File: src/hw/rtl/chunked_image_receiver_unit_defines.svh
// Assertion macros used by the receiver's result queue RTL.
`ifndef CHUNKED_IMAGE_RECEIVER_UNIT_DEFINES_SVH
`define CHUNKED_IMAGE_RECEIVER_UNIT_DEFINES_SVH

// Implication checked on every clock edge outside reset.
`define CIRX_ASSERT_IMPL(label, ante, cons, msg) \
	label: assert property (@(posedge clk) disable iff (!arst_n) (ante) |-> (cons)) \
		else $error(msg);

// Condition that must never hold outside reset.
`define CIRX_ASSERT_NEVER(label, cond, msg) \
	label: assert property (@(posedge clk) disable iff (!arst_n) !(cond)) \
		else $error(msg);

// Implication whose consequent is checked in the cycle after the antecedent.
`define CIRX_ASSERT_NEXT(label, ante, cons, msg) \
	label: assert property (@(posedge clk) disable iff (!arst_n) (ante) |=> (cons)) \
		else $error(msg);

`endif

File: src/hw/rtl/cirx_pkg.sv
// Shared types, codes and functions of the chunked image receiver.
package cirx_pkg;

	localparam int STAGING_ADDR_BITS = 18;
	localparam logic [31:0] STAGING_SPAN = 32'(64'd1 << STAGING_ADDR_BITS);

	// result kinds
	localparam logic [1:0] KIND_WRITE    = 2'd0;
	localparam logic [1:0] KIND_ACK      = 2'd1;
	localparam logic [1:0] KIND_COMPLETE = 2'd2;

	// status codes
	localparam logic [1:0] ST_OK         = 2'd0;
	localparam logic [1:0] ST_SIZE_ERR   = 2'd1;
	localparam logic [1:0] ST_CRC_ERR    = 2'd2;
	localparam logic [1:0] ST_NO_SESSION = 2'd3;

	// configuration register indexes
	localparam int CFG_IDX_BITS = 3;
	localparam logic [CFG_IDX_BITS-1:0] CFG_CMD_TYPE   = 3'd0;
	localparam logic [CFG_IDX_BITS-1:0] CFG_START      = 3'd1;
	localparam logic [CFG_IDX_BITS-1:0] CFG_CHUNK      = 3'd2;
	localparam logic [CFG_IDX_BITS-1:0] CFG_ABORT      = 3'd3;
	localparam logic [CFG_IDX_BITS-1:0] CFG_STAGE_LIM  = 3'd4;
	localparam int CFG_DATA_BITS = 19;

	// result queue
	localparam int RQ_DEPTH = 4;
	localparam int RQ_PTR_BITS = 2;
	localparam int RQ_CNT_BITS = 3;

	localparam int M_TDATA_BITS = 96;

	typedef struct packed {
		logic [7:0]  cmd_type;
		logic [7:0]  start_code;
		logic [7:0]  chunk_code;
		logic [7:0]  abort_code;
		logic [18:0] staging_limit;
	} cirx_cfg_t;

	typedef struct packed {
		logic [1:0]  kind;
		logic [1:0]  status;
		logic [15:0] next_idx;
		logic [15:0] acked_count;
		logic [31:0] crc_value;
		logic [17:0] stage_addr;
		logic [7:0]  write_data;
		logic        last;
	} cirx_res_t;

	// push request from the core into the result queue
	typedef struct packed {
		logic a_valid;
		logic b_valid;
	} cirx_push_t;

	// reflected CRC-32, one byte
	function automatic logic [31:0] crc32_byte(input logic [31:0] crc, input logic [7:0] b);
		logic [31:0] c;
		c = crc ^ {24'd0, b};
		for (int i = 0; i < 8; i++) begin
			c = c[0] ? ((c >> 1) ^ 32'hEDB88320) : (c >> 1);
		end
		return c;
	endfunction

endpackage

File: src/hw/rtl/chunked_image_receiver_unit.sv
// A byte accepted into the input register is processed and queued once the result queue
// has room, and its first result can then transfer on the result stream.
// Throughput: one byte per cycle. A byte that yields a write and a reply needs two
// output transfers; the input stalls only while the 4-entry result queue holds more
// than two results, which only a stalled master side causes.
// Reset (arst_n low, asynchronous): session idle, counters zero, CRC all ones,
// codes back to 32/1/2/3, staging limit 262144, queue empty.
module chunked_image_receiver_unit (
	input  logic                                clk,
	input  logic                                arst_n,
	// configuration write port
	input  logic                                cfg_wen,
	input  logic [cirx_pkg::CFG_IDX_BITS-1:0]   cfg_idx,
	input  logic [cirx_pkg::CFG_DATA_BITS-1:0]  cfg_wdata,
	// message byte stream
	input  logic                                s_tvalid,
	output logic                                s_tready,
	input  logic [7:0]                          s_tdata,   // [7:0] msg_byte
	input  logic                                s_tlast,   // msg_end
	// result stream
	output logic                                m_tvalid,
	input  logic                                m_tready,
	// [1:0] status, [17:2] next_idx, [33:18] acked_count, [65:34] crc_value,
	// [83:66] stage_addr, [91:84] write_data, [95:92] zero
	output logic [cirx_pkg::M_TDATA_BITS-1:0]   m_tdata,
	output logic [1:0]                          m_tuser,   // [1:0] result_kind
	output logic                                m_tlast    // last_of_run
);
	import cirx_pkg::*;

	cirx_cfg_t  cfg_q;

	// input register stage
	logic       valid_s1;
	logic [7:0] byte_s1;
	logic       end_s1;
	logic       fire;
	logic       room;

	cirx_push_t push;
	cirx_res_t  res_a;
	cirx_res_t  res_b;
	cirx_res_t  out_res;

	// the registered byte is consumed once the queue can absorb both its results
	assign fire = valid_s1 && room;
	assign s_tready = !valid_s1 || fire;

	always_ff @(posedge clk or negedge arst_n) begin
		if (!arst_n) begin
			cfg_q.cmd_type <= 8'd32;
			cfg_q.start_code <= 8'd1;
			cfg_q.chunk_code <= 8'd2;
			cfg_q.abort_code <= 8'd3;
			cfg_q.staging_limit <= 19'd262144;
		end else if (cfg_wen) begin
			case (cfg_idx)
				CFG_CMD_TYPE:  cfg_q.cmd_type <= cfg_wdata[7:0];
				CFG_START:     cfg_q.start_code <= cfg_wdata[7:0];
				CFG_CHUNK:     cfg_q.chunk_code <= cfg_wdata[7:0];
				CFG_ABORT:     cfg_q.abort_code <= cfg_wdata[7:0];
				CFG_STAGE_LIM: cfg_q.staging_limit <= cfg_wdata;
				default: begin
				end
			endcase
		end
	end

	always_ff @(posedge clk or negedge arst_n) begin
		if (!arst_n) begin
			valid_s1 <= 1'b0;
		end else if (s_tready) begin
			valid_s1 <= s_tvalid;
		end
	end

	// payload holds while the stage waits
	always_ff @(posedge clk) begin
		if (s_tvalid && s_tready) begin
			byte_s1 <= s_tdata;
			end_s1 <= s_tlast;
		end
	end

	cirx_core u_core (
		.clk      (clk),
		.arst_n   (arst_n),
		.fire     (fire),
		.msg_byte (byte_s1),
		.msg_end  (end_s1),
		.cfg      (cfg_q),
		.push     (push),
		.res_a    (res_a),
		.res_b    (res_b)
	);

	cirx_rq u_rq (
		.clk       (clk),
		.arst_n    (arst_n),
		.push      (push),
		.res_a     (res_a),
		.res_b     (res_b),
		.room      (room),
		.out_valid (m_tvalid),
		.out_ready (m_tready),
		.out_res   (out_res)
	);

	assign m_tdata = {4'd0, out_res.write_data, out_res.stage_addr, out_res.crc_value,
		out_res.acked_count, out_res.next_idx, out_res.status};
	assign m_tuser = out_res.kind;
	assign m_tlast = out_res.last;

endmodule

File: src/hw/rtl/cirx_core.sv
// Message parser, session state and result generation for one byte.
module cirx_core (
	input  logic                  clk,
	input  logic                  arst_n,
	input  logic                  fire,
	input  logic [7:0]            msg_byte,
	input  logic                  msg_end,
	input  cirx_pkg::cirx_cfg_t   cfg,
	output cirx_pkg::cirx_push_t  push,
	output cirx_pkg::cirx_res_t   res_a,
	output cirx_pkg::cirx_res_t   res_b
);
	import cirx_pkg::*;

	localparam logic [1:0] PH_IDLE  = 2'd0;
	localparam logic [1:0] PH_RECV  = 2'd1;
	localparam logic [1:0] PH_ERROR = 2'd2;
	localparam logic [1:0] PH_DONE  = 2'd3;

	localparam logic [1:0] MK_NONE  = 2'd0;
	localparam logic [1:0] MK_START = 2'd1;
	localparam logic [1:0] MK_CHUNK = 2'd2;
	localparam logic [1:0] MK_ABORT = 2'd3;

	logic [4:0]  pos_q;
	logic        cmd_match_q;
	logic [7:0]  subtype_q;
	logic [31:0] pend_size_q;
	logic [15:0] pend_chunks_q;
	logic [31:0] pend_crc_q;
	logic [15:0] seq_idx_q;
	logic [1:0]  phase_q;
	logic [18:0] image_size_q;
	logic [15:0] chunk_total_q;
	logic [31:0] exp_crc_q;
	logic [15:0] chunks_done_q;
	logic [19:0] bytes_done_q;
	logic [31:0] run_crc_q;

	logic [7:0]  sub_eff;
	logic [1:0]  mkind;
	logic        chunk_wr;
	logic        wr_ok;
	logic [31:0] crc_new;
	logic [19:0] bytes_new;
	logic [15:0] cd_inc;
	logic        start_ok;
	logic        reply_valid;
	cirx_res_t   reply;
	cirx_res_t   wres;

	// next session state
	logic [1:0]  phase_d;
	logic [18:0] image_size_d;
	logic [15:0] chunk_total_d;
	logic [31:0] exp_crc_d;
	logic [15:0] chunks_done_d;
	logic [19:0] bytes_done_d;
	logic [31:0] run_crc_d;

	assign sub_eff = (pos_q == 5'd1) ? msg_byte : subtype_q;

	always_comb begin
		mkind = MK_NONE;
		if (pos_q != 5'd0 && cmd_match_q) begin
			if (sub_eff == cfg.start_code)      mkind = MK_START;
			else if (sub_eff == cfg.chunk_code) mkind = MK_CHUNK;
			else if (sub_eff == cfg.abort_code) mkind = MK_ABORT;
		end
	end

	assign chunk_wr = (mkind == MK_CHUNK) && (pos_q >= 5'd4) && (phase_q == PH_RECV)
		&& (seq_idx_q == chunks_done_q);
	assign wr_ok = chunk_wr && (bytes_done_q < {1'b0, cfg.staging_limit})
		&& ({12'd0, bytes_done_q} < STAGING_SPAN);
	assign crc_new = chunk_wr ? crc32_byte(run_crc_q, msg_byte) : run_crc_q;
	assign bytes_new = (chunk_wr && bytes_done_q != 20'hFFFFF) ? bytes_done_q + 20'd1
		: bytes_done_q;
	assign cd_inc = chunks_done_q + 16'd1;
	assign start_ok = (pos_q >= 5'd17) && (pend_size_q != 32'd0)
		&& (pend_size_q <= {13'd0, cfg.staging_limit});

	always_comb begin
		wres = '0;
		wres.kind = KIND_WRITE;
		wres.stage_addr = bytes_done_q[17:0];
		wres.write_data = msg_byte;

		reply = '0;
		reply.last = 1'b1;
		reply_valid = 1'b0;

		phase_d = phase_q;
		image_size_d = image_size_q;
		chunk_total_d = chunk_total_q;
		exp_crc_d = exp_crc_q;
		chunks_done_d = chunks_done_q;
		bytes_done_d = bytes_new;
		run_crc_d = crc_new;

		if (msg_end) begin
			case (mkind)
				MK_START: begin
					reply_valid = 1'b1;
					reply.kind = KIND_ACK;
					if (!start_ok) begin
						reply.status = ST_SIZE_ERR;
					end else begin
						reply.status = ST_OK;
						phase_d = PH_RECV;
						image_size_d = pend_size_q[18:0];
						chunk_total_d = pend_chunks_q;
						exp_crc_d = pend_crc_q;
						chunks_done_d = '0;
						bytes_done_d = '0;
						run_crc_d = '1;
					end
				end
				MK_CHUNK: begin
					reply_valid = 1'b1;
					reply.kind = KIND_ACK;
					if (pos_q < 5'd4) begin
						reply.status = ST_SIZE_ERR;
						reply.next_idx = chunks_done_q;
						reply.acked_count = chunks_done_q;
					end else if (phase_q != PH_RECV) begin
						reply.status = ST_NO_SESSION;
					end else if (seq_idx_q < chunks_done_q) begin
						// duplicate: acknowledge again, nothing written
						reply.status = ST_OK;
						reply.next_idx = chunks_done_q;
						reply.acked_count = chunks_done_q;
					end else if (seq_idx_q != chunks_done_q) begin
						reply.status = ST_CRC_ERR;
						reply.next_idx = chunks_done_q;
						reply.acked_count = chunks_done_q;
					end else begin
						chunks_done_d = cd_inc;
						if (cd_inc >= chunk_total_q) begin
							reply.kind = KIND_COMPLETE;
							if (bytes_new != {1'b0, image_size_q}) begin
								reply.status = ST_SIZE_ERR;
								phase_d = PH_ERROR;
							end else if (~crc_new != exp_crc_q) begin
								reply.status = ST_CRC_ERR;
								reply.crc_value = ~crc_new;
								phase_d = PH_ERROR;
							end else begin
								reply.status = ST_OK;
								reply.crc_value = ~crc_new;
								phase_d = PH_DONE;
							end
						end else begin
							reply.status = ST_OK;
							reply.next_idx = cd_inc;
							reply.acked_count = cd_inc;
						end
					end
				end
				MK_ABORT: begin
					phase_d = PH_IDLE;
					image_size_d = '0;
					chunk_total_d = '0;
					exp_crc_d = '0;
					chunks_done_d = '0;
					bytes_done_d = '0;
					run_crc_d = '1;
				end
				default: begin
				end
			endcase
		end

		wres.last = !reply_valid;
	end

	// compact: the write, when present, always goes first
	assign push.a_valid = fire && (wr_ok || reply_valid);
	assign push.b_valid = fire && wr_ok && reply_valid;
	assign res_a = wr_ok ? wres : reply;
	assign res_b = reply;

	always_ff @(posedge clk or negedge arst_n) begin
		if (!arst_n) begin
			pos_q <= '0;
			cmd_match_q <= 1'b0;
			subtype_q <= '0;
			pend_size_q <= '0;
			pend_chunks_q <= '0;
			pend_crc_q <= '0;
			seq_idx_q <= '0;
			phase_q <= PH_IDLE;
			image_size_q <= '0;
			chunk_total_q <= '0;
			exp_crc_q <= '0;
			chunks_done_q <= '0;
			bytes_done_q <= '0;
			run_crc_q <= '1;
		end else if (fire) begin
			case (pos_q)
				5'd1: subtype_q <= msg_byte;
				5'd2: begin
					pend_size_q[7:0] <= msg_byte;
					seq_idx_q[7:0] <= msg_byte;
				end
				5'd3: begin
					pend_size_q[15:8] <= msg_byte;
					seq_idx_q[15:8] <= msg_byte;
				end
				5'd4: pend_size_q[23:16] <= msg_byte;
				5'd5: pend_size_q[31:24] <= msg_byte;
				5'd6: pend_chunks_q[7:0] <= msg_byte;
				5'd7: pend_chunks_q[15:8] <= msg_byte;
				5'd10: pend_crc_q[7:0] <= msg_byte;
				5'd11: pend_crc_q[15:8] <= msg_byte;
				5'd12: pend_crc_q[23:16] <= msg_byte;
				5'd13: pend_crc_q[31:24] <= msg_byte;
				default: begin
				end
			endcase

			if (msg_end) begin
				pos_q <= '0;
				cmd_match_q <= 1'b0;
			end else begin
				if (pos_q == 5'd0) cmd_match_q <= (msg_byte == cfg.cmd_type);
				if (pos_q != 5'd31) pos_q <= pos_q + 5'd1;
			end

			phase_q <= phase_d;
			image_size_q <= image_size_d;
			chunk_total_q <= chunk_total_d;
			exp_crc_q <= exp_crc_d;
			chunks_done_q <= chunks_done_d;
			bytes_done_q <= bytes_done_d;
			run_crc_q <= run_crc_d;
		end
	end

endmodule

File: src/hw/rtl/cirx_rq.sv
// Result queue: takes up to two results a cycle, hands out one per transfer.
module cirx_rq (
	input  logic                 clk,
	input  logic                 arst_n,
	input  cirx_pkg::cirx_push_t push,
	input  cirx_pkg::cirx_res_t  res_a,
	input  cirx_pkg::cirx_res_t  res_b,
	output logic                 room,
	output logic                 out_valid,
	input  logic                 out_ready,
	output cirx_pkg::cirx_res_t  out_res
);
	import cirx_pkg::*;

	`include "chunked_image_receiver_unit_defines.svh"

	cirx_res_t              mem_q [RQ_DEPTH];
	logic [RQ_PTR_BITS-1:0] wp_q;
	logic [RQ_PTR_BITS-1:0] rp_q;
	logic [RQ_CNT_BITS-1:0] cnt_q;
	logic [RQ_CNT_BITS-1:0] push_n;
	logic                   pop;

	assign push_n = RQ_CNT_BITS'(push.a_valid) + RQ_CNT_BITS'(push.b_valid);
	assign pop = out_valid && out_ready;
	assign out_valid = (cnt_q != '0);
	assign out_res = mem_q[rp_q];
	// two free slots needed: a byte may produce a write and a reply
	assign room = (cnt_q <= RQ_CNT_BITS'(RQ_DEPTH - 2));

	always_ff @(posedge clk) begin
		if (push.a_valid) mem_q[wp_q] <= res_a;
		if (push.b_valid) mem_q[wp_q + RQ_PTR_BITS'(1)] <= res_b;
	end

	always_ff @(posedge clk or negedge arst_n) begin
		if (!arst_n) begin
			wp_q <= '0;
			rp_q <= '0;
			cnt_q <= '0;
		end else begin
			wp_q <= wp_q + push_n[RQ_PTR_BITS-1:0];
			if (pop) rp_q <= rp_q + RQ_PTR_BITS'(1);
			cnt_q <= cnt_q + push_n - RQ_CNT_BITS'(pop);
		end
	end

	`CIRX_ASSERT_NEVER(a_rq_overflow, (cnt_q + push_n - RQ_CNT_BITS'(pop)) > RQ_CNT_BITS'(RQ_DEPTH), "result queue overflow")
	`CIRX_ASSERT_NEVER(a_rq_order, push.b_valid && !push.a_valid, "second result pushed without first")
	`CIRX_ASSERT_NEXT(a_rq_count, pop && !push.a_valid, cnt_q == $past(cnt_q) - RQ_CNT_BITS'(1), "queue count lost a pop")

endmodule
File: config.mk
export PLATFORM = sky130hd
export DESIGN_NAME = chunked_image_receiver_unit
export DESIGN_NICKNAME = d
export VERILOG_FILES = /design/src/hw/rtl/cirx_pkg.sv /design/src/hw/rtl/chunked_image_receiver_unit.sv /design/src/hw/rtl/cirx_core.sv /design/src/hw/rtl/cirx_rq.sv
export VERILOG_INCLUDE_DIRS = /design/src /design/src/hw/rtl
export SDC_FILE = /design/constraint.sdc
export NUM_CORES = 1
export LEC_CHECK = 0
export BUFFER_PORTS_ARGS = -buffer_cell sky130_fd_sc_hd__buf_2
export CAP_MARGIN = 20
export CORE_UTILIZATION = 52
export DETAILED_ROUTE_END_ITERATION = 7
export PLACE_DENSITY_LB_ADDON = 0.08
export SLEW_MARGIN = 20
export SYNTH_ARGS = -nofsm -noshare
export SYNTH_HDL_FRONTEND = slang
export SYNTH_SLANG_ARGS = --single-unit
File: constraint.sdc
create_clock -name clk -period 5.6 [get_ports clk]
set_clock_uncertainty 0.15 [all_clocks]
set_input_delay 1.12 -clock clk [delete_from_list [all_inputs] [get_ports clk]]
set_output_delay 1.12 -clock clk [all_outputs]
set_load 0.02 [all_outputs]
# Word-level counts from Yosys, hierarchy flattened
# Memory sizes are Yosys's and may differ from the RTL's.
# Cells that the tools add are included.
# op_classes
add_sub_neg	9
n_lt_le_gt_ge	9
n_eq_ne	36
muxes	76
bitwise_logic	10
n_reduce_logical	49
# op_table
op	count
$mux W32	18
$mux W64	2
$pmux W32 S2	2
$not A13 Y14	8
$mux W34	3
$mux W16	6
$mux W95	1
$mux W68	1
$mux W20	3
$pmux W16 S3	1
$pmux W20 S2	1
$mux W2	19
$pmux W19 S2	1
$reduce_and A2 Y1	17
$eq A8 B8 Y1	4
$le A32 B19 Y1	1
$ne A32 B32 Y1	1
$not A32 Y32	1
$pmux W16 S2	1
$reduce_bool A32 Y1	1
$xor A32 B8 Y32	1
$add A20 B1 Y20 const B	1
$eq A5 B3 Y1 const B	4
$eq A5 B4 Y1 const B	4
other kinds (47)	87
# word_totals
ff_bits	299
mem_bits_rw	380
in_bits	36
out_inout_bits	101
word_cells	221
memories	1
# mem_list
memory	words	width	rd	rd_ports_with_merged_regs	write_ports	line_no	source
u_rq.mem_q	4	95	1	0	2	cirx_rq.sv:17	cirx_res_t mem_q [RQ_DEPTH];

# Logic depth before layout (Yosys ltp)
# logic_depth
depth_word	30
mapped_depth	25
depth_no_buf	23

# Cells and area by module
# From an unflattened synthesis, not the netlist that was laid out.
# hier_totals
cells_unflattened	2876
area_unflattened_um2	37589.8
# by_module_without_submodules
module	instances	cells_per_inst	area_per_inst_um2	seq_area_each_um2
cirx_rq	1	959	18620.4	11586.1
cirx_core	1	1787	16622.2	5820.6
chunked_image_receiver_unit	1	130	2347.3	1579.0

# Worst setup path before layout
# OpenSTA, ideal clock, no wires.
# synth_path
path_type	register to register
from	register u_core.pos_q[1]
to	memory u_rq.mem_q[3][27] in the netlist's numbering, enable pin
setup_ns	0.411
arrival_ns	5.514
required_time_ns	5.039
path_slack_ns	-0.474
stages_incl_launch_ff	24
path_buffers	3
synth_period_minus_slack_ns	6.074
cell_sequence	dfrtp_1 inv_1 ha_1 nor4b_1 buf_2 mux2i_1 xnor2_1 nor4_1 nand2_1 o21ai_0 nand3_1 inv_1 ha_1 nand3_1 nor2_1 buf_2 o211ai_1 a21oi_1 o41ai_2 or2_2 clkbuf_1 nor2_1 inv_1 nand2_1
# synth_lines
element	line_no	source
start, declared	cirx_core.sv:25	logic [4:0] pos_q;
start signal, assigned	cirx_core.sv:227	if (pos_q != 5'd31) pos_q <= pos_q + 5'd1;
end, declared	cirx_rq.sv:17	

==> impl_metrics.env <==
export IMPL_status="finished, final reports clean"
export IMPL_drtAntennaViolNets=0
export IMPL_antenna_found_initial=0
export IMPL_nNetsFinal=3003
export IMPL_setup_viol=0
export IMPL_dpl_instance_area_mm2=0.03276
export IMPL_worst_path_max_delay_cell="dfrtp_1"
export IMPL_worstPathArrival_ns=5.66
export IMPL_first_pass_iters=6
export IMPL_hold_class="flip-flop to flip-flop"
export IMPL_drv_cap=0
export IMPL_pre_cts_slack_ns=0.06309
export IMPL_vdd_ir_drop_max_mv=0.5380
export IMPL_drt_wl_total_um=85730
export IMPL_grt_usage_pct=28.78
export IMPL_design_area_mm2=0.03528
export IMPL_design_portCount=137
export IMPL_core_region_area_mm2=0.05825
export IMPL_grt_pass1_vias=22009
export IMPL_viasPerCell=5.956
export IMPL_fin_crit_ns=5.343
export IMPL_met2_length_um=40790
export IMPL_grt_pass1_wl_um=132700
export IMPL_async_flop_share_pct=47.15
export IMPL_synth_edf_count=217
export IMPL_cts_max_level=3
export IMPL_start_kind="flip-flop"
export IMPL_ys_seq_area_share_pct=51.73
export IMPL_synth_seq_cells=615
export IMPL_max_slew_worst_pin_slew_ns=1.106
export IMPL_critPathTopFamily="simple AND/OR/NAND/NOR gates"
export IMPL_hold_ws_ns=0.3152
export IMPL_antenna_cells=0
export IMPL_synthDistinctLibCells=89
export IMPL_die_h_um=245.8
export IMPL_power_density_mw_per_mm2=410.8
export IMPL_syn_to_final_growth_pct=14.20
export IMPL_path_max_fanout=32
export IMPL_ctsLongestPathBuffers=3
export IMPL_cp_end_kind="flip-flop"
export IMPL_overflow=0
export IMPL_rows=88
export IMPL_yosys_warnings=0
export IMPL_cts_sinks=615
export IMPL_route_layer_met1_wl_um=38190
export IMPL_synthTopCellsByArea="edfxtp_1 (21%), dfrtp_1 (20%), dfxtp_1 (7.0%), mux4_2 (5.8%), mux2_2 (4.9%)"
export IMPL_wl_per_cell_um=23.18
export IMPL_crit_top_cell="buf_4"
export IMPL_clk_latency_ns=0.61
export IMPL_worst_r2r_setup_slack_ns=0.26
export IMPL_synth_cells=2743
export IMPL_cp_slowest_stage_delay_ns=0.42
export IMPL_finalCritPeriodShare_pct=95.42
export IMPL_setup_slack_ns=0.2566
export IMPL_maxSlewHeadroom_pct=26.26
export IMPL_grt_max_degree=103
export IMPL_rsz0062_at_grt="no"
export IMPL_fin_setup_tns_ns=0
export IMPL_hold_viol_final=0
export IMPL_vias=22024
export IMPL_synth_area_mm2=0.03090
export IMPL_dieArea_mm2=0.06040
export IMPL_io_buffers=132
export IMPL_die_w_um=245.8
export IMPL_ys_flop_type="dfrtp_1"
export IMPL_wl_met3_um=4513
export IMPL_synth_top_area_cell="edfxtp_1"
export IMPL_numCtsBuffers=68
export IMPL_initial_core_util_pct=53.05
export IMPL_drt_iter0_drc=1801
export IMPL_critical_path_class="flip-flop to flip-flop"
export IMPL_cp_num_buf_inv=6
export IMPL_maxSlewViolCount=0
export IMPL_synth_top_cell_area_share_pct=21.09
export IMPL_drc=0
export IMPL_cp_data_required_time_ns=5.91
export IMPL_finalPower_w=0.01449
export IMPL_drive_gt1_share_pct=23.53
export IMPL_place_congestion=0.9224
export IMPL_fmax_ghz=0.1871
export IMPL_dp_hpwl_um=58210
export IMPL_cts_tree="built"
export IMPL_clkTransAtPathRegs_ns=0.06
export IMPL_syn_area_per_cell_um2=11.26
export IMPL_p_leak_nw=14.76
export IMPL_top_layer="met4"
export IMPL_cts_root_buf="clkbuf_16"
export IMPL_cp_cell_sequence="ha_1 -> nor4b_4 -> buf_6 -> mux2i_2 -> buf_4 -> xor2_1 -> nand4_1 -> o21ai_0 -> nand3_1 -> inv_1 -> ha_2 -> and3_4 -> o211a_1 -> buf_4 -> o21ai_0 -> o2bb2a_1 -> o2111ai_1 -> nor4_2 -> buf_4 -> and4_4 -> nand3_4 -> buf_12 -> nor2_1"
==> layer usage <==
layer,global-route usage [%],up-vias
li1,-,10105
met5,0,-
met2,46.35,659
met4,9.134,0
met1,40.49,11118
met3,3.634,142
==> synthesized netlist by cell type, drive strengths merged, types with 79 or more instances <==
cell type,count
ha,86
nand2,229
a22oi,115
clkbuf,112
inv,81
mux4,79
xnor2,109
mux2,135
buf,81
o21ai,181
dfrtp,252
edfxtp,217
dfxtp,108
nor2,306
==> layout by cell type (no fill, tap or decap), types with 12 or more instances in the layout <==
cell and n:
mux4_2 79, o211ai_1 13, or3_1 15, mux2_2 133, nand3_1 32, nor3_1 20, ha_1 85, buf_12 15
o31ai_1 16, nor2b_1 28, a21o_1 24, nor2_1 297, nand2b_1 78, xor2_1 43, a21oi_1 32, edfxtp_1 217
clkbuf_16 71, clkbuf_1 14, a31oi_1 14, o21ai_0 179, a22oi_1 115, buf_2 131, nor4_1 17, nand4_1 25
dfxtp_1 108, a22o_1 12, buf_4 106, dfrtp_1 250, xnor2_1 106, dfstp_2 38, o21a_1 12, and3_1 14
nand2_1 221, and2_1 59, inv_1 81
==> sequential cells by signal, indices dropped and copies added (netlist names), 16 cells and up <==
name / count
u_core.pend_crc_q: 32
u_core.image_size_q: 19
cfg_q: 51
u_core.chunk_total_q: 16
u_core.pend_chunks_q: 16
u_core.chunks_done_q: 16
u_rq.mem_q: 316
u_core.bytes_done_q: 20
u_core.seq_idx_q: 16
u_core.exp_crc_q: 32
u_core.run_crc_q: 32
u_core.pend_size_q: 16
==> kinds of logic after synthesis <==
kind of cell / synth area share, %
multiplexers: 11.23
XOR/XNOR: 5.131
AND/OR/NAND/NOR: 13.53
buffers and inverters: 4.058
adder cells (fa/ha/maj): 3.547
other: 0.01214
flip-flops: 51.73
AO/OA/AOI/OAI: 10.76
==> through the flow <==
step / std cells / util, %
floorplan: 2746 / -
global placement: 3571 / 56.24
detailed placement: 3571 / 56.24
CTS: 3694 / 60.23
global route: 3698 / 60.58
finish: 3698 / 60.58
==> final cells by class <==
cell class,count,area (um^2)
inverters,81,304.0
flip-flops and latches,615,15990
repair buffers,257,1826
multi-input cells,1857,13890
fillers,4696,22960
clock inverters,33,431.7
clock buffers,90,1887
well taps,765,957.2
==> report_power, final <==
part	leakage [nW]	internal, W	switching, W
Combinational	6.97	0.00193	0.00250
Sequential	6.66	0.00492	0.000486
Clock	1.13	0.00280	0.00186
Total	14.8	0.00965	0.00484
==> final timing paths <==
| check | startpoint | endpoint | depth (start not counted) |
|---|---|---|---|
| setup / recovery | u_core.pos_q[0] | u_rq.mem_q[3][46] | 23 |
| hold / removal | u_rq.mem_q[1][0] | u_rq.mem_q[1][0] | 2 |
| setup reg to reg | u_core.pos_q[0] | u_rq.mem_q[3][46] | 23 |
| hold reg to reg | u_rq.mem_q[1][0] | u_rq.mem_q[1][0] | 2 |
| max in group asynchronous | arst_n | u_core.chunk_total_q[3] | 2 |
| min in group asynchronous | arst_n | cfg_q[22] | 1 |
==> worst reg2reg max path: cells and delay by family, from the launching register on <==
kind / cells / cell delay (ns)
multiplexers: 1 / 0.28
buffers and inverters: 6 / 1.12
adder cells (fa/ha/maj): 2 / 0.47
XOR/XNOR: 1 / 0.15
AND/OR/NAND/NOR: 8 / 1.69
AO/OA/AOI/OAI: 5 / 0.89
flip-flops: 1 / 0.42
==> timing repair <==
item | 4_1_cts | 5_1_grt
cloned | 0 | 2
endpoints found under the setup margin | 1 | 353
endpoints found under the hold margin | 0 | 0
pin swaps | 0 | 2
hold buffers | 0 | 0
resized for setup | 1 | 36
setup buffers | 0 | 2
No activity file was read; power rests on OpenSTA's default activity.
